File: config.mk
export PLATFORM = sky130hd
export DESIGN_NAME = bmi_cordic
export DESIGN_NICKNAME = d
export VERILOG_FILES = /design/src/rtl/bicycle_model_integrator_assert.svh /design/src/rtl/bmi_pkg.sv /design/src/rtl/bmi_cordic.sv
export SDC_FILE = /design/constraint.sdc
export NUM_CORES = 1
export LEC_CHECK = 0
export ABC_AREA = 1
export BUFFER_PORTS_ARGS = -buffer_cell sky130_fd_sc_hd__buf_2
export CORE_MARGIN = 2
export CORE_UTILIZATION = 25
export DETAILED_ROUTE_END_ITERATION = 8
export GPL_TIMING_DRIVEN = 0
export PLACE_DENSITY = 0.4
export SYNTH_ARGS = -nofsm -noshare
export SYNTH_HDL_FRONTEND = slang
export SYNTH_SLANG_ARGS = --single-unit
export TNS_END_PERCENT = 30
File: constraint.sdc
create_clock -name clock -period 6.05 [get_ports clock]
set_input_delay 0.9075 -clock clock [delete_from_list [all_inputs] [get_ports clock]]
set_output_delay 0.9075 -clock clock [all_outputs]
set_load 0.01 [all_outputs]
File: src/rtl/bicycle_model_integrator_assert.svh
// Assertion macros for the bicycle model integrator
`ifndef BICYCLE_MODEL_INTEGRATOR_ASSERT_SVH
`define BICYCLE_MODEL_INTEGRATOR_ASSERT_SVH
`ifndef SYNTHESIS
`define BMI_ASSERT_IMP(lbl, clk, rst, ante, cons) \
   lbl: assert property (@(posedge clk) disable iff (rst) (ante) |-> (cons)) \
      else $error("bmi assertion failed");
`define BMI_ASSERT_NXT(lbl, clk, rst, ante, cons) \
   lbl: assert property (@(posedge clk) disable iff (rst) (ante) |=> (cons)) \
      else $error("bmi assertion failed");
`else
`define BMI_ASSERT_IMP(lbl, clk, rst, ante, cons)
`define BMI_ASSERT_NXT(lbl, clk, rst, ante, cons)
`endif
`endif

File: src/rtl/bmi_pkg.sv
// Shared types, constants and tables of the bicycle model integrator
package bmi_pkg;
   localparam int FRAC_BITS_DEF     = 16;
   localparam int CORDIC_STAGES_DEF = 20;
   localparam int DATA_W   = 32;
   localparam int OP_W     = 33;
   localparam int PROD_W   = 2 * OP_W;
   localparam int ANG_W    = 34;
   localparam int CSR_W    = 31;
   localparam int CSR_ADDR_W = 2;

   localparam logic [CSR_ADDR_W-1:0] CSR_TIME_STEP     = 2'd0;
   localparam logic [CSR_ADDR_W-1:0] CSR_INV_WHEELBASE = 2'd1;
   localparam logic [CSR_ADDR_W-1:0] CSR_SPEED_LIMIT   = 2'd2;
   localparam logic [CSR_ADDR_W-1:0] CSR_STEER_LIMIT   = 2'd3;

   localparam logic [16:0] TIME_STEP_RST     = 17'd13107;
   localparam logic [30:0] INV_WHEELBASE_RST = 31'd203403;
   localparam logic [30:0] SPEED_LIMIT_RST   = 31'd655360;
   localparam logic [16:0] STEER_LIMIT_RST   = 17'd45730;

   localparam logic REQ_LOAD = 1'b0;
   localparam logic REQ_STEP = 1'b1;

   localparam logic signed [OP_W-1:0]  TURN_SCALE  = 33'sd683565276;
   localparam logic signed [ANG_W-1:0] CORDIC_GAIN = 34'sd652032874;

   typedef logic signed [DATA_W-1:0] data_type;
   typedef logic signed [PROD_W:0]   wide_type;

   typedef struct packed {
      logic done;
      logic flip;
   } cordic_stat_type;

   typedef struct packed {
      logic done;
      logic sat;
   } div_stat_type;

   function automatic data_type sat32(input wide_type v);
      if (v > wide_type'(32'sh7FFFFFFF)) return 32'sh7FFFFFFF;
      if (v < wide_type'(-33'sh80000000)) return 32'sh80000000;
      return v[DATA_W-1:0];
   endfunction

   // arctangent of 2^-i in binary angle units, 2^32 per turn
   function automatic logic signed [ANG_W-1:0] atan_turn(input logic [4:0] i);
      logic signed [ANG_W-1:0] r;
      case (i)
         5'd0:  r = 34'sd536870912;
         5'd1:  r = 34'sd316933406;
         5'd2:  r = 34'sd167458907;
         5'd3:  r = 34'sd85004756;
         5'd4:  r = 34'sd42667331;
         5'd5:  r = 34'sd21354465;
         5'd6:  r = 34'sd10679838;
         5'd7:  r = 34'sd5340245;
         5'd8:  r = 34'sd2670163;
         5'd9:  r = 34'sd1335087;
         5'd10: r = 34'sd667544;
         5'd11: r = 34'sd333772;
         5'd12: r = 34'sd166886;
         5'd13: r = 34'sd83443;
         5'd14: r = 34'sd41722;
         5'd15: r = 34'sd20861;
         5'd16: r = 34'sd10430;
         5'd17: r = 34'sd5215;
         5'd18: r = 34'sd2608;
         5'd19: r = 34'sd1304;
         5'd20: r = 34'sd652;
         5'd21: r = 34'sd326;
         5'd22: r = 34'sd163;
         5'd23: r = 34'sd81;
         5'd24: r = 34'sd41;
         5'd25: r = 34'sd20;
         5'd26: r = 34'sd10;
         5'd27: r = 34'sd5;
         5'd28: r = 34'sd3;
         5'd29: r = 34'sd1;
         default: r = '0;
      endcase
      return r;
   endfunction
endpackage

File: src/rtl/bmi_cordic.sv
// Iterative rotation-mode CORDIC, one micro-rotation per cycle
module bmi_cordic import bmi_pkg::*; #(
   parameter int STAGES = CORDIC_STAGES_DEF
) (
   input  logic                    clock,
   input  logic                    reset,
   input  logic                    start,
   input  logic [DATA_W-1:0]       angle,
   output cordic_stat_type         stat,
   output logic signed [ANG_W-1:0] cos_out,
   output logic signed [ANG_W-1:0] sin_out
);
   localparam int N     = (STAGES > 30) ? 30 : STAGES;
   localparam int CNT_W = $clog2(N + 1);

   logic                    busy_ff, busy_in;
   logic                    done_ff, done_in;
   logic                    flip_ff, flip_in;
   logic [CNT_W-1:0]        cnt_ff, cnt_in;
   logic signed [ANG_W-1:0] x_ff, x_in, y_ff, y_in, z_ff, z_in;
   logic signed [ANG_W-1:0] xs, ys, at;

   assign xs = x_ff >>> cnt_ff;
   assign ys = y_ff >>> cnt_ff;
   assign at = atan_turn(5'(cnt_ff));

   always_comb begin
      busy_in = busy_ff;
      done_in = 1'b0;
      flip_in = flip_ff;
      cnt_in  = cnt_ff;
      x_in    = x_ff;
      y_in    = y_ff;
      z_in    = z_ff;
      if (start) begin
         // fold into [-1/4, 1/4) turn by adding a half turn
         flip_in = angle[DATA_W-1] ^ angle[DATA_W-2];
         z_in    = ANG_W'($signed({angle[DATA_W-1] ^ flip_in, angle[DATA_W-2:0]}));
         x_in    = CORDIC_GAIN;
         y_in    = '0;
         cnt_in  = '0;
         busy_in = 1'b1;
      end else if (busy_ff) begin
         if (!z_ff[ANG_W-1]) begin
            x_in = x_ff - ys;
            y_in = y_ff + xs;
            z_in = z_ff - at;
         end else begin
            x_in = x_ff + ys;
            y_in = y_ff - xs;
            z_in = z_ff + at;
         end
         cnt_in = cnt_ff + 1'b1;
         if (cnt_ff == CNT_W'(N - 1)) begin
            busy_in = 1'b0;
            done_in = 1'b1;
         end
      end
   end

   always_ff @(posedge clock) begin
      if (reset) begin
         busy_ff <= 1'b0;
         done_ff <= 1'b0;
      end else begin
         busy_ff <= busy_in;
         done_ff <= done_in;
      end
      flip_ff <= flip_in;
      cnt_ff  <= cnt_in;
      x_ff    <= x_in;
      y_ff    <= y_in;
      z_ff    <= z_in;
   end

   assign stat.done = done_ff;
   assign stat.flip = flip_ff;
   assign cos_out   = x_ff;
   assign sin_out   = y_ff;
endmodule

==> metrics.md, run 1 <==
| Metric | Value |
|---|---|
| Status | `finished, final reports clean` |
| Critical path class | `reg2reg` |
| Startpoint Class | `register` |
| Length of the first detailed-routing pass in iterations | `6` |
| Synthesized instance count | `2729` |
| WP data required | `6.49 ns` |
| Setup total negative slack | `0 ns` |
| Starting DRT DRC Count | `1538` |
| Initial Utilization | `0.254` |
| Final standard cell area without fillers | `18700 um^2` |
| Post-synthesis sequential area ratio | `0.192` |
| Post-detailed-routing wire length | `78200 um` |
| Worst min-delay path category | `reg2reg` |
| Die height | `260 um` |
| Final period utilization | `0.927` |
| Combined area of all synthesized cells | `16400 um^2` |
| CP arrival | `6.05 ns` |
| Final setup violation count | `0` |
| Mapped Nets | `2877` |
| Post-synth EDFFs | `35` |
| Type of element capturing the critical path | `register` |
| Maximum operating frequency | `178 MHz` |
| Die outline area | `67800 um^2` |
| Top cell type's share of synthesized area | `0.179` |
| Average wire length per cell after detail routing | `21.0 um` |
| Synth top area cells | `sky130_fd_sc_hd__nand2_1 18%, sky130_fd_sc_hd__nand3_1 13%, sky130_fd_sc_hd__dfxtp_1 13%` |
| Clock input transition at the sequential cells of the worst setup and hold paths | `0.08 ns` |
| Worst supply voltage drop on vdd | `0.000219 V` |
| Warnings, synthesis | `0` |
| Initial antenna violation count | `0` |
| Setup repair bufs after CTS | `0` |
| Row count | `93` |
| Area of the core | `64700 um^2` |
| Area Overhead vs Synth | `13.9%` |
| Clock latency on the worst-skew pair | `0.51 ns` |
| Core utilization of the finished layout | `0.289` |
| Hpwl dp | `63400 um` |
| Hold Buf Count CTS | `0` |
| Share of synthesized flip-flops with an asynchronous set or reset | `0` |
| Delay contributed by the slowest stage of the critical path | `0.67 ns` |
| Number of clock sinks | `140` |
| Fraction of layout cells with a size suffix above 1 | `0.0939` |
| Minimum period implied by the final worst setup slack | `5.61 ns` |
| Root buffer cell | `sky130_fd_sc_hd__clkbuf_16` |
| Slowest cell on the critical path | `sky130_fd_sc_hd__buf_1` |
| Mean post-synth cell area | `6.02 um^2` |
| Count of state elements after synthesis | `140` |
| Max cap viols | `0` |
| TritonCTS clock tree | `built` |
| Multi-input gate area | `11900 um^2` |
| # fillers | `7433` |
| Remaining routing DRC violations | `0` |
| Worst Hold Path Cells | `2` |
| Wire length of the first global-routing pass | `116000 um` |
| Nets@finish | `3001` |
| Last weighted congestion value of the routability-driven placer | `0.954` |
| Ports placed on the boundary | `105` |
| Port buffer count | `104` |
| Final antenna diode count | `0` |
| Total congestion overflow after global routing | `0` |
| Fin Clk Skew | `0.0220 ns` |
| Fin. max-slew vios | `0` |
| Ratio of routed vias to standard cells | `5.10` |
| Number of buffers created by CTS | `17` |
| Setup repair after global routing missed its margin | `no` |
| P_leak | `9.05 nW` |
| Deepest clock path buffer count | `2` |
| Highest fanout seen on the critical path | `10` |
| Number of levels in the clock H-tree | `4` |
| Ratio of total power to cell area | `592 nW/um^2` |
| Via count of the first global-routing pass | `18400` |
| DIE WIDTH | `260 um` |
| Register cell area after layout | `3150 um^2` |
| R2r worst-path depth | `29` |
| Count of nets left with antenna violations after detail routing | `0` |
| Distinct cell type count of the synthesized netlist | `56` |
| Actual transition at the worst max-transition pin | `1.20 ns` |
| Final Hold Fails | `0` |
| Relative slew slack | `0.201` |
| Cell with the most instances after synthesis | `sky130_fd_sc_hd__nand2_1` |
| Pin count of the biggest net entering global routing | `44` |
| Commonest register cell after synthesis | `sky130_fd_sc_hd__dfxtp_1` |
| Most common library cells after synthesis | `785 x sky130_fd_sc_hd__nand2_1, 435 x sky130_fd_sc_hd__nand3_1, 239 x sky130_fd_sc_hd__nor2_1` |
| CTS-repair resized insts | `0` |
| Routed via count | `19000` |
| DP Area | `18100 um^2` |
| Global-route total usage across every layer | `0.233` |
| Biggest area consumer among synthesized cells | `sky130_fd_sc_hd__nand2_1` |
==> final cells by class <==
cell class / count / share of cell area
clock inverter: 14 / 0.00983
sequential: 140 / 0.169
multi-input combinational: 2260 / 0.637
buffer: 114 / 0.0323
clock buffer: 18 / 0.0229
tap: 855 / 0.0572
inverter: 214 / 0.0432
timing repair buffer: 106 / 0.0294
==> stage by stage <==
step / cells / worst slack (ns) / power (mW) / hold WS (ns)
3_3_place_gp: 3688 / 0.151 / 9.84 / 0.549
3_5_place_dp: 3690 / 0.185 / 9.85 / 0.558
4_1_cts: 3722 / 0.186 / 11.1 / 0.568
2_1_floorplan: 2729 / 1.92 / 7.55 / 0.517
6_report: 3721 / 0.440 / 11.1 / 0.567
5_1_grt: 3721 / 0.0295 / 12.3 / 0.586
==> cells in the final DEF (no fill, tap or decap), drive strengths merged, types with 7 or more instances in the layout <==
master,count
a21oi,155
buf,172
o21ai,170
or2,27
ha,110
nand3,442
a31oi,26
nor4,12
inv,218
xnor2,58
nand4,17
edfxtp,35
nor3,33
clkbuf,66
xor2,77
o22ai,7
a21o,13
nand2,794
dfxtp,105
o21a,16
a221oi,8
nor2,248
o211ai,8
==> worst paths after layout <==
check                                start          end  slack, ns
worst min register to register  sin_out[0]   sin_out[0]       0.57
worst max register to register   cnt_ff[2]  sin_out[33]       0.44
worst min-delay path            sin_out[0]   sin_out[0]       0.57
worst max-delay path             cnt_ff[2]  sin_out[33]       0.44
==> registers in the layout, indices dropped and copies added, names as in the netlist <==
signal	flops
done_ff	1
cos_out	34
busy_ff	1
z_ff	34
at	30
flip_ff	1
cnt_ff	5
sin_out	34
==> layer usage <==
layer / global-route usage / up-vias / share of wire
li1: - / 9434 / -
met1: 0.294 / 8829 / 0.44
met2: 0.381 / 586 / 0.46
met3: 0.0408 / 116 / 0.055
met4: 0.116 / 0 / 0.049
met5: 0 / - / 0
==> where the power goes <==
part	internal [mW]	leakage [nW]	switching, mW
combinational	2.90	7.54	5.18
clock	0.657	0.298	0.534
sequential	1.29	1.22	0.504
total	4.85	9.05	6.22
==> worst max-delay path, delay by kind of cell, from the launching register on <==
kind	cells	cell delay [ns]
flip-flops	1	0.31
buffers and inverters	6	1.27
AO/OA/AOI/OAI	6	1.39
adder cells (fa/ha/maj)	2	0.49
AND/OR/NAND/NOR	14	1.91
XOR/XNOR	1	0.14
==> cell families (layout without fill, tap and decap cells) <==
family / after synthesis / count (layout) / share of synthesized area
adder cells (fa/ha/maj): 113 / 113 / 0.0874
flip-flops: 140 / 140 / 0.192
AO/OA/AOI/OAI: 434 / 434 / 0.149
AND/OR/NAND/NOR: 1578 / 1578 / 0.414
buffers and inverters: 329 / 466 / 0.0854
XOR/XNOR: 135 / 135 / 0.0720
Power figures use the tool's default switching activity.
==> inputs of run 2 (changes only) <==
Settings changed: CORE_MARGIN 2 to 3, GPL_TIMING_DRIVEN 0 to not set.
==> metrics.md, run 2 (same netlist as run 1, synthesis figures left out) <==
| Metric | Value |
|---|---|
| Status | `finished, final reports clean` |
| Delay contributed by the slowest stage of the critical path | `0.54 ns` |
| Pin count of the biggest net entering global routing | `70` |
| Final setup violation count | `0` |
| Fin. max-slew vios | `0` |
| DP Area | `17600 um^2` |
| Global-route total usage across every layer | `0.187` |
| Most frequent cells in the layout | `785 x sky130_fd_sc_hd__nand2_1, 435 x sky130_fd_sc_hd__nand3_1, 237 x sky130_fd_sc_hd__nor2_1` |
| CP arrival | `5.88 ns` |
| Max cap viols | `0` |
| Final period utilization | `0.910` |
| Root buffer cell | `sky130_fd_sc_hd__clkbuf_16` |
| Die outline area | `68800 um^2` |
| Global Route met1 Usage | `0.244` |
| Average wire length per cell after detail routing | `18.2 um` |
| Final antenna diode count | `0` |
| Port buffer count | `104` |
| Ports placed on the boundary | `105` |
| Fraction of layout cells with a size suffix above 1 | `0.0857` |
| Core utilization of the finished layout | `0.282` |
| # fillers | `7435` |
| Minimum period implied by the final worst setup slack | `5.51 ns` |
| Setup repair bufs after CTS | `0` |
| Fin Clk Skew | `0.0210 ns` |
| Total congestion overflow after global routing | `0` |
| Slowest cell on the critical path | `sky130_fd_sc_hd__nor3_1` |
| Area of the core | `64700 um^2` |
| TritonCTS clock tree | `built` |
| Nets@finish | `2911` |
| Clock latency on the worst-skew pair | `0.50 ns` |
| Number of levels in the clock H-tree | `4` |
| Remaining routing DRC violations | `0` |
| GRT Max-Usage Layer | `met2` |
| Final standard cell area without fillers | `18300 um^2` |
| Die height | `262 um` |
| Initial antenna violation count | `0` |
| Maximum operating frequency | `182 MHz` |
| Starting DRT DRC Count | `1266` |
| Area Overhead vs Synth | `11.1%` |
| Met2 Resource Use GR | `0.317` |
| Worst Hold Path Cells | `2` |
| Count of nets left with antenna violations after detail routing | `0` |
| CTS-repair resized insts | `0` |
| Most common library cell in the layout ignoring fill and taps | `sky130_fd_sc_hd__nand2_1` |
| Multi-input gate area | `11900 um^2` |
| Register-to-register setup slack | `0.54 ns` |
| Final Hold Fails | `0` |
| Routed via count | `18200` |
| Highest fanout seen on the critical path | `60` |
| End of the worst register-to-register path | `sin_out[31]` |
| Wire length of the first global-routing pass | `102000 um` |
| Register cell area after layout | `3160 um^2` |
| Hpwl dp | `51900 um` |
| Worst supply voltage drop on vdd | `0.000237 V` |
| Hold Buf Count CTS | `0` |
| Clock input transition at the sequential cells of the worst setup and hold paths | `0.07 ns` |
| Initial Utilization | `0.254` |
| R2r worst-path depth | `28` |
| Setup total negative slack | `0 ns` |
| WP data required | `6.42 ns` |
| Number of buffers created by CTS | `17` |
| Ratio of routed vias to standard cells | `5.01` |
| DIE WIDTH | `262 um` |
| Via count of the first global-routing pass | `17400` |
| Type of element capturing the critical path | `register` |
| Last weighted congestion value of the routability-driven placer | `0.875` |
| Startpoint of the lowest-slack register-to-register path | `cnt_ff[0]` |
| Length of the first detailed-routing pass in iterations | `6` |
| Worst min-delay path category | `reg2reg` |
| Relative slew slack | `0.406` |
| Post-detailed-routing wire length | `66000 um` |
| Ratio of total power to cell area | `595 nW/um^2` |
| Critical path class | `reg2reg` |
| Actual transition at the worst max-transition pin | `0.891 ns` |
| Number of clock sinks | `140` |
| M3 GR Usage | `0.0278` |
| Deepest clock path buffer count | `2` |
| Beginning of the worst hold path | `cos_out[1]` |
| Setup repair after global routing missed its margin | `no` |
| P_leak | `8.81 nW` |
| Row count | `93` |
| Endpoint of the worst hold-timing path | `cos_out[1]` |
| Startpoint Class | `register` |
| Most common cell on crit path | `sky130_fd_sc_hd__nand2_1` |
==> run 2: cell types whose count changed in the layout (fill, tap and decap cells not counted), sizes merged <==
| cell | before | now |
|---|---|---|
| clkbuf | 66 | 21 |
| bufinv | 3 | 0 |
| buf | 172 | 130 |
| clkinvlp | 1 | 2 |
| clkinv | 6 | 5 |
==> run 2: final cells by class <==
type                            count  area share
Multi-Input combinational cell   2260       0.652
Tap cell                          855      0.0586
Clock buffer                       21      0.0269
Timing Repair Buffer              130      0.0401
Inverter                          214      0.0444
Clock inverter                     11     0.00528
Sequential cell                   140       0.173
==> run 2: power breakdown <==
group | total (mW) | switching, mW | internal (mW)
Sequential | 1.76 | 0.471 | 1.29
Combinational | 8.02 | 5.14 | 2.87
Clock | 1.09 | 0.501 | 0.590
==> run 2: layer usage <==
layer	vias up	share of wire
met3	70	0.039
met4	0	0.025
li1	9232	-
met5	-	0
met2	418	0.48
met1	8458	0.46
==> run 2: critical path: cells and delay by family (launching register included) <==
family,cells,cell delay [ns]
AOI/OAI and AO/OA,3,0.58
xor gates and xnor gates,2,0.26
adders and majority gates,2,0.62
buffers and inverters,2,0.54
DFF,1,0.49
and+or+nand+nor,19,2.87
==> run 2: worst max path at each step <==
stage / from / endpoint / slack (ns) / cells after the start
global route: cnt_ff[0] / sin_out[31] / 0.16 / 28
detailed placement: cnt_ff[0] / cos_out[33] / 0.36 / 34
global placement: cnt_ff[2] / cos_out[33] / 0.47 / 27
CTS: cnt_ff[0] / cos_out[33] / 0.35 / 34
floorplan: cnt_ff[0] / cos_out[33] / 1.92 / 39
finish: cnt_ff[0] / sin_out[31] / 0.54 / 28
==> run 2: per-stage QoR <==
stage / power (mW) / setup slack, ns / cells / hold WS, ns
after global placement: 9.82 / 0.468 / 3599 / 0.539
after floorplan: 7.55 / 1.92 / 2729 / 0.517
after detailed placement: 9.78 / 0.356 / 3599 / 0.546
after global routing: 12.1 / 0.158 / 3631 / 0.577
final: 10.9 / 0.545 / 3631 / 0.549
after CTS: 11.0 / 0.348 / 3631 / 0.545
