[src/rtl/bicycle_model_integrator_assert.svh]
// Assertion macros for the bicycle model integrator
`ifndef BICYCLE_MODEL_INTEGRATOR_ASSERT_SVH
`define BICYCLE_MODEL_INTEGRATOR_ASSERT_SVH
`ifndef SYNTHESIS
`define BMI_ASSERT_IMP(lbl, clk, rst, ante, cons) \
   lbl: assert property (@(posedge clk) disable iff (rst) (ante) |-> (cons)) \
      else $error("bmi assertion failed");
`define BMI_ASSERT_NXT(lbl, clk, rst, ante, cons) \
   lbl: assert property (@(posedge clk) disable iff (rst) (ante) |=> (cons)) \
      else $error("bmi assertion failed");
`else
`define BMI_ASSERT_IMP(lbl, clk, rst, ante, cons)
`define BMI_ASSERT_NXT(lbl, clk, rst, ante, cons)
`endif
`endif

[src/rtl/bmi_pkg.sv]
// Shared types, constants and tables of the bicycle model integrator
package bmi_pkg;
   localparam int FRAC_BITS_DEF     = 16;
   localparam int CORDIC_STAGES_DEF = 20;
   localparam int DATA_W   = 32;
   localparam int OP_W     = 33;
   localparam int PROD_W   = 2 * OP_W;
   localparam int ANG_W    = 34;
   localparam int CSR_W    = 31;
   localparam int CSR_ADDR_W = 2;

   localparam logic [CSR_ADDR_W-1:0] CSR_TIME_STEP     = 2'd0;
   localparam logic [CSR_ADDR_W-1:0] CSR_INV_WHEELBASE = 2'd1;
   localparam logic [CSR_ADDR_W-1:0] CSR_SPEED_LIMIT   = 2'd2;
   localparam logic [CSR_ADDR_W-1:0] CSR_STEER_LIMIT   = 2'd3;

   localparam logic [16:0] TIME_STEP_RST     = 17'd13107;
   localparam logic [30:0] INV_WHEELBASE_RST = 31'd203403;
   localparam logic [30:0] SPEED_LIMIT_RST   = 31'd655360;
   localparam logic [16:0] STEER_LIMIT_RST   = 17'd45730;

   localparam logic REQ_LOAD = 1'b0;
   localparam logic REQ_STEP = 1'b1;

   localparam logic signed [OP_W-1:0]  TURN_SCALE  = 33'sd683565276;
   localparam logic signed [ANG_W-1:0] CORDIC_GAIN = 34'sd652032874;

   typedef logic signed [DATA_W-1:0] data_type;
   typedef logic signed [PROD_W:0]   wide_type;

   typedef struct packed {
      logic done;
      logic flip;
   } cordic_stat_type;

   typedef struct packed {
      logic done;
      logic sat;
   } div_stat_type;

   function automatic data_type sat32(input wide_type v);
      if (v > wide_type'(32'sh7FFFFFFF)) return 32'sh7FFFFFFF;
      if (v < wide_type'(-33'sh80000000)) return 32'sh80000000;
      return v[DATA_W-1:0];
   endfunction

   // arctangent of 2^-i in binary angle units, 2^32 per turn
   function automatic logic signed [ANG_W-1:0] atan_turn(input logic [4:0] i);
      logic signed [ANG_W-1:0] r;
      case (i)
         5'd0:  r = 34'sd536870912;
         5'd1:  r = 34'sd316933406;
         5'd2:  r = 34'sd167458907;
         5'd3:  r = 34'sd85004756;
         5'd4:  r = 34'sd42667331;
         5'd5:  r = 34'sd21354465;
         5'd6:  r = 34'sd10679838;
         5'd7:  r = 34'sd5340245;
         5'd8:  r = 34'sd2670163;
         5'd9:  r = 34'sd1335087;
         5'd10: r = 34'sd667544;
         5'd11: r = 34'sd333772;
         5'd12: r = 34'sd166886;
         5'd13: r = 34'sd83443;
         5'd14: r = 34'sd41722;
         5'd15: r = 34'sd20861;
         5'd16: r = 34'sd10430;
         5'd17: r = 34'sd5215;
         5'd18: r = 34'sd2608;
         5'd19: r = 34'sd1304;
         5'd20: r = 34'sd652;
         5'd21: r = 34'sd326;
         5'd22: r = 34'sd163;
         5'd23: r = 34'sd81;
         5'd24: r = 34'sd41;
         5'd25: r = 34'sd20;
         5'd26: r = 34'sd10;
         5'd27: r = 34'sd5;
         5'd28: r = 34'sd3;
         5'd29: r = 34'sd1;
         default: r = '0;
      endcase
      return r;
   endfunction
endpackage

[src/rtl/bmi_div.sv]
// Restoring divider, one quotient bit per cycle, with overflow detect
module bmi_div import bmi_pkg::*; #(
   parameter int NUM_W = ANG_W + FRAC_BITS_DEF
) (
   input  logic              clock,
   input  logic              reset,
   input  logic              start,
   input  logic [NUM_W-1:0]  num,
   input  logic [ANG_W-1:0]  den,
   output div_stat_type      stat,
   output logic [DATA_W-1:0] quot
);
   localparam int HI_W  = NUM_W - (DATA_W - 1);
   localparam int CMP_W = (HI_W > ANG_W) ? HI_W : ANG_W;
   localparam int REM_W = ANG_W + 1;

   logic              busy_ff, busy_in, done_ff, done_in, sat_ff, sat_in;
   logic [4:0]        cnt_ff, cnt_in;
   logic [REM_W-1:0]  rem_ff, rem_in, trial;
   logic [DATA_W-1:0] low_ff, low_in, q_ff, q_in;
   logic              ge;

   assign trial = {rem_ff[REM_W-2:0], low_ff[DATA_W-1]};
   assign ge    = trial >= REM_W'(den);

   always_comb begin
      busy_in = busy_ff;
      done_in = 1'b0;
      sat_in  = sat_ff;
      cnt_in  = cnt_ff;
      rem_in  = rem_ff;
      low_in  = low_ff;
      q_in    = q_ff;
      if (start) begin
         sat_in = CMP_W'(num[NUM_W-1:DATA_W-1]) >= CMP_W'(den);
         rem_in = REM_W'(num[NUM_W-1:DATA_W]);
         low_in = num[DATA_W-1:0];
         q_in   = '0;
         cnt_in = '0;
         if (sat_in) done_in = 1'b1;
         else busy_in = 1'b1;
      end else if (busy_ff) begin
         rem_in = ge ? trial - REM_W'(den) : trial;
         q_in   = {q_ff[DATA_W-2:0], ge};
         low_in = {low_ff[DATA_W-2:0], 1'b0};
         cnt_in = cnt_ff + 1'b1;
         if (cnt_ff == 5'd31) begin
            busy_in = 1'b0;
            done_in = 1'b1;
         end
      end
   end

   always_ff @(posedge clock) begin
      if (reset) begin
         busy_ff <= 1'b0;
         done_ff <= 1'b0;
      end else begin
         busy_ff <= busy_in;
         done_ff <= done_in;
      end
      sat_ff <= sat_in;
      cnt_ff <= cnt_in;
      rem_ff <= rem_in;
      low_ff <= low_in;
      q_ff   <= q_in;
   end

   assign stat.done = done_ff;
   assign stat.sat  = sat_ff;
   assign quot      = q_ff;
endmodule

[config.mk]
export PLATFORM = sky130hd
export DESIGN_NAME = bmi_div
export DESIGN_NICKNAME = d
export VERILOG_FILES = /design/src/rtl/bicycle_model_integrator_assert.svh /design/src/rtl/bmi_pkg.sv /design/src/rtl/bmi_div.sv
export SDC_FILE = /design/constraint.sdc
export NUM_CORES = 1
export LEC_CHECK = 0
export ABC_AREA = 1
export BUFFER_PORTS_ARGS = -buffer_cell sky130_fd_sc_hd__buf_2
export CORE_ASPECT_RATIO = 0.9
export CORE_MARGIN = 2
export CORE_UTILIZATION = 40
export DETAILED_ROUTE_END_ITERATION = 16
export PLACE_DENSITY_LB_ADDON = 0.2
export SLEW_MARGIN = 30
export SYNTH_ARGS = -nofsm -noshare
export SYNTH_HDL_FRONTEND = slang
export SYNTH_SLANG_ARGS = --single-unit
[constraint.sdc]
create_clock -name clock -period 2.95 [get_ports clock]
set_input_delay 0 -clock clock [delete_from_list [all_inputs] [get_ports clock]]
set_output_delay 0 -clock clock [all_outputs]
set_load 0.05 [all_outputs]
==> run summary, run 1 <==
Status -> finished, final reports clean
Nets -> 1456
WHS -> 0.0175 ns
Syn nets -> 1296
Final Core Density -> 49.3%
Post-DP Area -> 0.00854 mm²
Syn Inst Count -> 1153
Max Cap Violations -> 0
Post-Synth Adder-Cell Area -> 9.22%
Clk Latency, worst-skew pair -> 0.37 ns
Setup tns final -> 0 ns
Main synth FF type -> dfxtp_1
Worst vdd ir -> 0.289 mV
Longest Clk Path Bufs -> 2
# IOs -> 121
Total chip power -> 0.00397 W
Mux share of post-synthesis cell area -> 0%
Number of DRC markers in iteration 0 -> 474
Reg area -> 0.00263 mm²
Hold crit path type -> input port to register
Vias in the first global route -> 7304
Post-cts sizing count -> 0
Root Driver -> clkbuf_16
Vias -> 7687
Fin. max-slew vios -> 0
Area Growth Syn to Fin -> 21.8%
Pwr dens -> 424 mW/mm²
Largest net degree at the start of global routing -> 78
CP required -> 3.09 ns
XOR/XNOR share of the synthesized area -> 1.94%
Minimum clock period -> 2.49 ns
CP max FO -> 24
# diodes -> 0
Die H -> 135 µm
Layout cell share with drive strength beyond 1 -> 12.7%
Mapped Area -> 0.00768 mm²
WP data arrival -> 2.63 ns
Area of the core -> 0.0190 mm²
Total Routing Usage GR -> 23.3%
Clock sink total -> 106
Number of synthesis warnings -> 0
FILL cells -> 1997
Antenna-violating nets left -> 0
Post-CTS Repair Setup Buffers -> 0
Via density -> 4.90
Unrepaired setup endpoints after global routing -> false
Gr ovfl total -> 0
TritonCTS Buffers -> 9
Crit share post-route -> 84.5%
Initial Utilization -> 40.5%
Setup Skew -> 0.0191 ns
TritonRoute pass-1 iters -> 5
Simple-gate share of the synthesized area -> 35.4%
Sequential share of the synthesized area -> 34.3%
# rows -> 48
Number of synthesized flops with an enable pin -> 51
Routed WL -> 23100 µm
RePlAce Congestion -> 0.950
Synth Register Bits -> 106
Die X -> 150 µm
Initial antenna violation count -> 1
Post-synth cell types -> 41
Max H-tree Level -> 3
Asr flop ratio synth -> 0%
Multi-input gate area -> 0.00420 mm²
Leak -> 4.91 nW
Commonest non-fill, non-tap cell in the layout -> nand2_1
Final setup viols -> 0
Relative slew slack -> 39.4%
I/O Buffers -> 120
Compound-Gate Fraction of Synth Area -> 8.08%
Detailed Place HPWL -> 17600 µm
Mean Syn Cell Area -> 6.66 µm²
Area of the die -> 0.0203 mm²
Most frequent cells in the layout -> nand2_1 (439), inv_1 (180), buf_2 (120)
Post-CTS Hold Fix Bufs -> 50
Wire length of the first global-routing pass -> 37100 µm
CTS tree -> built
Register clock-pin slew on the reported worst setup and hold paths -> 0.10 ns
Worst slew pin tran -> 0.908 ns
Worst setup SP type -> register
Fmax -> 401 MHz
DR WL/cell -> 14.7 µm
Post-route design area -> 0.00935 mm²
Drt drc -> 0
CP Capture Type -> register
Critical path class -> register to register
Largest family of logic cells by synthesized area -> simple AND/OR/NAND/NOR gates
Hold Vio Cnt, Final -> 0
final cells by class:
class / count / area share, %
multi-input combinational: 830 / 44.9
sequential: 106 / 28.1
timing repair buffer: 180 / 12.8
inverter: 186 / 7.46
tap: 250 / 3.34
clock buffer: 9 / 2.41
clock inverter: 7 / 0.923
power by group:
group | switching (W) | leakage [nW] | internal, W | total (W)
Sequential | 0.0000325 | 0.967 | 0.00164 | 0.00167
Combinational | 0.000604 | 3.79 | 0.000368 | 0.000973
Clock | 0.000705 | 0.152 | 0.000618 | 0.00132
per-stage QoR:
stage	std cells	setup WS, ns
floorplan	1153	0.408
global placement	1502	0.544
detailed placement	1502	0.520
CTS	1568	0.500
global route	1568	0.286
finish	1568	0.458
final timing paths:
path	from	cells after the start	end	slack, ns
worst max-delay path	rem_ff[8]$_DFFE_PP_	12	rem_ff[13]$_DFFE_PP_	0.46
worst min-delay path	start	2	cnt_ff[3]$_SDFFE_PP0P_	0.02
worst max register to register	rem_ff[8]$_DFFE_PP_	12	rem_ff[13]$_DFFE_PP_	0.46
worst min register to register	rem_ff[24]$_SDFFE_PP0P_	2	rem_ff[24]$_SDFFE_PP0P_	0.47
critical path: stages, from the launching register on:
cell	delay, ns
edfxtp_1	0.41
ha_1	0.36
nand2_1	0.13
inv_2	0.05
a21oi_1	0.22
nand3_2	0.16
nand2_1	0.13
nand2_2	0.08
nand2_4	0.07
buf_4	0.30
nand3b_1	0.15
nand3_1	0.11
nand2_1	0.05
state kept, by name, indices dropped and copies added (netlist names):
| register | count |
|---|---|
| sat_ff | 1 |
| quot | 32 |
| busy_ff | 1 |
| done_ff | 1 |
| low_ff | 32 |
| cnt_ff | 5 |
| rem_ff | 34 |
cell families after synthesis:
| kind of cell | Yosys count |
|---|---|
| xor+xnor | 17 |
| buf+inv | 217 |
| flops | 106 |
| fa+ha+maj | 56 |
| simple gates | 649 |
| compound gates | 108 |
routing by layer:
metal / up-vias / GRT usage (%) / routed length, µm
li1: 3976 / - / -
met1: 3484 / 32.5 / 11100
met2: 200 / 37.5 / 10400
met3: 25 / 4.24 / 1170
met4: 2 / 5.50 / 399
met5: - / 0 / 7
Yosys cell counts, drive strengths merged (10+ instances only):
cell type / instances / area [µm²]
nor2: 77 / 294
nand4: 10 / 62.6
dfxtp: 55 / 1100
ha: 55 / 688
buf: 14 / 88.8
edfxtp: 51 / 1530
o22ai: 30 / 188
a21oi: 40 / 215
nor3: 19 / 116
inv: 185 / 694
clkbuf: 17 / 63.8
nand3b: 17 / 128
o21ai: 27 / 135
nand3: 74 / 375
nand2: 446 / 1710
xnor2: 16 / 140
Power figures use the tool's default switching activity.
==> run 2, diff against run 1 <==
--- a/config.mk
+++ b/config.mk
@@ -5,7 +5,7 @@
 export SDC_FILE = /design/constraint.sdc
 export NUM_CORES = 1
 export LEC_CHECK = 0
-export ABC_AREA = 1
+export ABC_AREA = 0
 export BUFFER_PORTS_ARGS = -buffer_cell sky130_fd_sc_hd__buf_2
 export CORE_ASPECT_RATIO = 0.9
 export CORE_MARGIN = 2
==> constraint.sdc (replaced) <==
create_clock -name clock -period 2.45 [get_ports clock]
set_input_delay 0 -clock clock [delete_from_list [all_inputs] [get_ports clock]]
set_output_delay 0 -clock clock [all_outputs]
set_load 0.05 [all_outputs]
==> run 2 against run 1 <==
Compared with the run above:
- the flow now finishes with violations (setup timing)
- sequential share of layout area down 1.5 points
- via count is 18% lower
- synthesized cell count shrank 38%
- critical endpoint is now rem_ff[32]$_SDFFE_PP0P_
- global-route usage is 2.9 points lower
- count of clock-buffer cells in the layout stayed put
- cell area rose by 5.6%
- worst hold slack worse by 0.013 ns
- critical path depth grew 2
- utilization up 8.8 points
- clock power grew 14%
==> run summary, run 2 <==
Status -> finished with violations
Failing checks -> setup timing
Reg2reg setup slack -> -0.47 ns
WHS -> 0.00449 ns
Synth area leader -> edfxtp_1
Critical path class -> register to register
Setup ws final -> -0.471 ns
CP required -> 2.73 ns
Leak -> 4.51 nW
Top cell type's share of synthesized area -> 21.9%
Max H-tree Level -> 3
Number of synthesized flops with an enable pin -> 51
Root Driver -> clkbuf_16
Via density -> 5.09
Total chip power -> 0.00516 W
Largest family of logic cells by synthesized area -> compound AO/OA/AOI/OAI gates
Vias in the first global route -> 6242
# IOs -> 121
Hold Path Stages -> 3
Post-route design area -> 0.00988 mm²
Count leader, synth -> nor2_1
Mapped Area -> 0.00701 mm²
Syn Inst Count -> 713
Sequential share of the synthesized area -> 37.6%
Multi-input gate area -> 0.00422 mm²
RePlAce Congestion -> 0.913
Unrepaired setup endpoints after global routing -> true
Worst setup SP type -> register
CP max FO -> 3
Simple-gate share of the synthesized area -> 12.1%
Ranking of synthesized cells by area -> edfxtp_1 (22%), dfxtp_1 (16%), ha_1 (9.8%)
Nets -> 1136
Max Cap Violations -> 0
R2R Path Start -> low_ff[31]$_DFFE_PP_
Most frequent cells in the layout -> buf_4 (133), buf_2 (119), nor2_1 (65)
Reg area -> 0.00264 mm²
RR Endpoint -> rem_ff[32]$_SDFFE_PP0P_
TritonCTS Buffers -> 9
Wire length of the first global-routing pass -> 30100 µm
DR WL/cell -> 15.5 µm
Synth Register Bits -> 106
Mux share of post-synthesis cell area -> 12.2%
Longest Clk Path Bufs -> 2
Initial Utilization -> 41.2%
Final setup viols -> 34
WP data arrival -> 3.20 ns
Compound-Gate Fraction of Synth Area -> 17.2%
Mean Syn Cell Area -> 9.83 µm²
Hold Startpoint -> num[36]
Largest net degree at the start of global routing -> 62
Hold crit path type -> input port to register
Commonest non-fill, non-tap cell in the layout -> buf_4
Number of flip-flops in the largest register -> 34
Area of the core -> 0.0170 mm²
Post-DP Area -> 0.00870 mm²
Layout cell share with drive strength beyond 1 -> 40.1%
Fin. max-slew vios -> 0
Minimum clock period -> 2.92 ns
Drt drc -> 0
Asr flop ratio synth -> 0%
Register clock-pin slew on the reported worst setup and hold paths -> 0.08 ns
Clk Latency, worst-skew pair -> 0.36 ns
Vias -> 6274
Crit share post-route -> 119%
TritonRoute pass-1 iters -> 5
Worst slew pin tran -> 0.690 ns
Relative slew slack -> 54.0%
Clock sink total -> 106
Number of synthesis warnings -> 0
Gr ovfl total -> 0
Worst reg2reg path depth -> 14
Area of the die -> 0.0186 mm²
Hold Path End -> rem_ff[4]$_DFFE_PP_
Area Growth Syn to Fin -> 41.0%
Hold Vio Cnt, Final -> 0
Antenna-violating nets left -> 0
CTS tree -> built
Die H -> 130 µm
Pwr dens -> 522 mW/mm²
# rows -> 45
Fmax -> 342 MHz
Syn nets -> 856
Post-synth cell types -> 74
Non-filler cells, final -> 1233
Number of DRC markers in iteration 0 -> 278
Biggest register -> rem_ff
Routed WL -> 19100 µm
Total Routing Usage GR -> 20.4%
Commonest cells post-synth -> nor2_1 (71), dfxtp_1 (55), ha_1 (55)
Setup Skew -> 0.00797 ns
Dpl cells -> 1151
# diodes -> 0
XOR/XNOR share of the synthesized area -> 4.00%
Post-Synth Adder-Cell Area -> 10.1%
CP Capture Type -> register
FILL cells -> 1478
Main synth FF type -> dfxtp_1
Worst vdd ir -> 0.336 mV
Initial antenna violation count -> 0
Detailed Place HPWL -> 13800 µm
Die X -> 144 µm
I/O Buffers -> 120
[run 2: cell types whose count changed in the layout (fill, tap and decap cells not counted), sizes merged, moves of 14 or more]
cell    before  now
inv        190   52
nor3        19    5
o21ai       27   50
a21o         1   19
buf        130  262
nand3b      17    1
mux2         0   43
mux2i        0   37
o22ai       30    1
nand3       74    7
xor2         1   15
nand2      446   41
[run 2: kinds of logic (layout without fill, tap and decap cells)]
logic type      count (synthesis)  in the layout
fa+ha+maj                      56             56
mux                            80             80
buf+inv                        89            374
xor+xnor                       32             32
compound gates                175            175
simple gates                  175            175
flops                         106            106
[run 2: layout make-up]
cell class / count / area share (%)
Tap cell: 235 / 2.98
Sequential cell: 106 / 26.7
Multi-Input combinational cell: 518 / 42.7
Clock inverter: 7 / 0.785
Clock buffer: 9 / 2.28
Timing Repair Buffer: 310 / 22.7
Inverter: 48 / 1.90
[run 2: critical path: stages (launching register included)]
cell and delay [ns]:
edfxtp_1 0.41, inv_2 0.08, ha_4 0.14, inv_2 0.04
fa_2 0.34, a21o_1 0.20, a221oi_2 0.23, buf_4 0.17
o21ai_2 0.06, o31a_1 0.27, a31oi_2 0.21, o31ai_2 0.10
nand3b_1 0.12, mux2_4 0.30, o211ai_1 0.16
[run 2: per-layer routing]
layer / global-route usage (%) / share of wire, %
met1: 25.8 / 45
met2: 35.6 / 49
met5: 0 / 0
met3: 4.43 / 4.3
met4: 4.90 / 1.4
[run 2: where the power goes]
part / total [W] / internal (W) / switching [W]
Clock: 0.00150 / 0.000731 / 0.000767
Combinational: 0.00160 / 0.000845 / 0.000753
Sequential: 0.00206 / 0.00200 / 0.0000657
[run 2: how the worst max path moves through the flow]
stage,startpoint,slack [ns],end
floorplan,low_ff[31]$_DFFE_PP_,-0.33,rem_ff[32]$_SDFFE_PP0P_
global placement,low_ff[31]$_DFFE_PP_,-0.44,rem_ff[32]$_SDFFE_PP0P_
detailed placement,low_ff[31]$_DFFE_PP_,-0.53,rem_ff[32]$_SDFFE_PP0P_
CTS,low_ff[31]$_DFFE_PP_,-0.44,rem_ff[32]$_SDFFE_PP0P_
global route,low_ff[31]$_DFFE_PP_,-0.55,rem_ff[32]$_SDFFE_PP0P_
finish,low_ff[31]$_DFFE_PP_,-0.47,rem_ff[32]$_SDFFE_PP0P_
[run 2: metrics by stage]
stage          TNS (ns)  setup WS, ns  util [%]
4_1_cts           -9.79        -0.445      56.8
3_3_place_gp      -8.51        -0.442      51.2
5_1_grt          -13.89        -0.547      58.1
3_5_place_dp     -11.13        -0.527      51.2
6_report          -9.22        -0.471      58.1
2_1_floorplan     -3.39        -0.329         -
[run 2: repair_timing]
action                     4_1_cts  5_1_grt
hold endpoints to repair        60        0
hold buffers                    47        0
buffers inserted                 7       11
resized for setup               35       23
cloned                           0        1
pin swaps                       13       14
setup endpoints to repair       34       36
==> run 3, diff against run 2 <==
--- a/config.mk
+++ b/config.mk
@@ -9,7 +9,7 @@
 export BUFFER_PORTS_ARGS = -buffer_cell sky130_fd_sc_hd__buf_2
 export CORE_ASPECT_RATIO = 0.9
 export CORE_MARGIN = 2
-export CORE_UTILIZATION = 40
+export CORE_UTILIZATION = 57
 export DETAILED_ROUTE_END_ITERATION = 16
 export PLACE_DENSITY_LB_ADDON = 0.2
 export SLEW_MARGIN = 30
==> run 3 against run 2 <==
Compared with the run above:
- the flow still finishes with violations (setup timing)
- sequential cell count did not move
- first-iteration DRC count rose by 53%
- utilization rose by 23 points
- wire length rose by 10%
- worst hold slack improved by 0.036 ns
- critical path depth rose by 1
- final cell count fell by 6.2%
- clock power fell by 4%
- fmax rose by 1.1%
- count of clock-buffer cells in the layout rose by 1
- global-route usage rose by 11 points
- critical path type unchanged
- critical endpoint is now rem_ff[26]$_SDFFE_PP0P_
==> run summary, run 3 (synthesis results as in run 2) <==
I/O Buffers -> 120
Worst setup SP type -> register
Minimum clock period -> 2.89 ns
FILL cells -> 708
CTS tree -> built
Area of the die -> 0.0132 mm²
# IOs -> 121
Critical path class -> register to register
CP max stage delay -> 0.41 ns
Final setup viols -> 35
Routed WL -> 21100 µm
Leak -> 4.51 nW
Biggest register -> rem_ff
Hold Path Stages -> 3
Fin. max-slew vios -> 0
CP required -> 2.72 ns
WP data arrival -> 3.16 ns
Worst-path cell chain -> inv_2 > ha_4 > inv_2 > fa_2 > a21o_1 > a221oi_4 > buf_6 > buf_6 > o211ai_1 > a2bb2oi_2 > a21oi_2 > o21ai_1 > xor2_1 > mux2i_1 > a211oi_1
Via density -> 5.67
Post-Place Setup Slack -> -0.439 ns
Crit share post-route -> 118%
Non-filler cells, final -> 1157
TritonRoute pass-1 iters -> 5
Setup tns final -> -10.45 ns
Worst vdd ir -> 0.400 mV
TritonCTS Buffers -> 9
# diodes -> 0
Status -> finished with violations
Clock sink total -> 106
Dpl cells -> 1083
Initial antenna violation count -> 0
Setup Skew -> 0.0136 ns
Number of DRC markers in iteration 0 -> 424
Wire length of the first global-routing pass -> 32700 µm
Reg2reg setup slack -> -0.44 ns
CP max FO -> 3
Longest Clk Path Bufs -> 2
Hold Startpoint -> num[47]
# rows -> 38
Commonest non-fill, non-tap cell in the layout -> buf_4
Setup ws final -> -0.441 ns
CP Capture Type -> register
Pwr dens -> 526 mW/mm²
Initial Utilization -> 58.2%
Final Core Density -> 81.3%
Vias -> 6560
Worst path slowest cell -> edfxtp_1
Detailed Place HPWL -> 13300 µm
Max H-tree Level -> 3
RePlAce Congestion -> 0.930
Die X -> 121 µm
Die H -> 109 µm
Relative slew slack -> 54.0%
DR WL/cell -> 18.2 µm
Worst reg2reg path depth -> 15
Layout cell share with drive strength beyond 1 -> 39.9%
Hold crit path type -> input port to register
Drt drc -> 0
Max Cap Violations -> 0
Fmax -> 346 MHz
Hold Path End -> rem_ff[15]$_DFFE_PP_
Vias in the first global route -> 6535
Worst slew pin tran -> 0.690 ns
Area of the core -> 0.0120 mm²
Largest net degree at the start of global routing -> 92
Root Driver -> clkbuf_16
R2R Path Start -> low_ff[31]$_DFFE_PP_
Hold Vio Cnt, Final -> 0
Failing checks -> setup timing
Number of flip-flops in the largest register -> 34
Clk Latency, worst-skew pair -> 0.36 ns
Most frequent cells in the layout -> buf_4 (132), buf_2 (119), nor2_1 (64)
Antenna-violating nets left -> 0
Register clock-pin slew on the reported worst setup and hold paths -> 0.08 ns
Unrepaired setup endpoints after global routing -> true
Gr ovfl total -> 0
RR Endpoint -> rem_ff[26]$_SDFFE_PP0P_
Area Growth Syn to Fin -> 39.6%
Total Routing Usage GR -> 31.8%
Nets -> 1135
==> run 3: changes by cell type in the layout (fill, tap and decap cells not counted), moves of 2 or more <==
cell and delta:
ha_1 -2, nor2_2 +3, o21ai_1 +2, o21ai_2 -4, o21ai_0 +2, inv_6 +2, nor2_4 -2, ha_4 +2
inv_8 -4
==> run 3: worst max-delay path by stage <==
| stage | slack (ns) | to | start | cells past startpoint |
|---|---|---|---|---|
| floorplan | -0.33 | rem_ff[32]$_SDFFE_PP0P_ | low_ff[31]$_DFFE_PP_ | 13 |
| global placement | -0.38 | rem_ff[32]$_SDFFE_PP0P_ | low_ff[31]$_DFFE_PP_ | 13 |
| detailed placement | -0.44 | rem_ff[10]$_DFFE_PP_ | low_ff[31]$_DFFE_PP_ | 13 |
| CTS | -0.37 | rem_ff[32]$_SDFFE_PP0P_ | low_ff[31]$_DFFE_PP_ | 13 |
| global route | -0.61 | rem_ff[26]$_SDFFE_PP0P_ | low_ff[31]$_DFFE_PP_ | 15 |
| finish | -0.44 | rem_ff[26]$_SDFFE_PP0P_ | low_ff[31]$_DFFE_PP_ | 15 |
==> run 3: final cells by class <==
class                           count  area (µm²)  share of cell area, %
Inverter                           48         188                   1.92
Multi-Input combinational cell    518        4240                   43.4
Tap cell                          160         200                   2.05
Clock buffer                       10         229                   2.34
Timing Repair Buffer              309        2230                   22.8
Sequential cell                   106        2640                   26.9
Clock inverter                      6        51.3                  0.525
==> run 3: what timing repair did <==
item | 4_1_cts | 5_1_grt
setup buffers | 10 | 3
hold buffers | 46 | 0
setup endpoints to repair | 35 | 35
hold endpoints to repair | 47 | 0
gates resized for setup | 37 | 17
pin swaps | 10 | 14
cloned | 1 | 0
==> run 3: critical path: cells and delay by family (launching register included) <==
kind	cells	cell delay, ns
adders and majority gates	2	0.47
AOI/OAI and AO/OA	7	1.33
DFF	1	0.41
xor gates and xnor gates	1	0.15
muxes	1	0.08
buffers and inverters	4	0.35
==> run 3: power by group <==
part	switching [W]	leakage (nW)	internal, W
sequential	0.0000794	0.960	0.00200
combinational	0.000777	3.41	0.000838
clock	0.000739	0.138	0.000706
==> run 3: per-layer routing <==
metal / track usage (%) / up-vias / wire length, µm
li1: - / 3136 / -
met1: 38.4 / 3106 / 8650
met2: 56.1 / 260 / 10600
met3: 6.17 / 58 / 1230
met4: 12.3 / 0 / 647
met5: 0 / - / 0
==> run 3: metrics by stage <==
step / power, W / hold slack [ns] / area, µm²
floorplan: 0.00296 / 0.101 / 7140
global placement: 0.00345 / 0.250 / 8670
detailed placement: 0.00349 / 0.252 / 8670
CTS: 0.00504 / 0.00882 / 9680
global route: 0.00535 / 0.0457 / 9780
finish: 0.00514 / 0.0405 / 9780
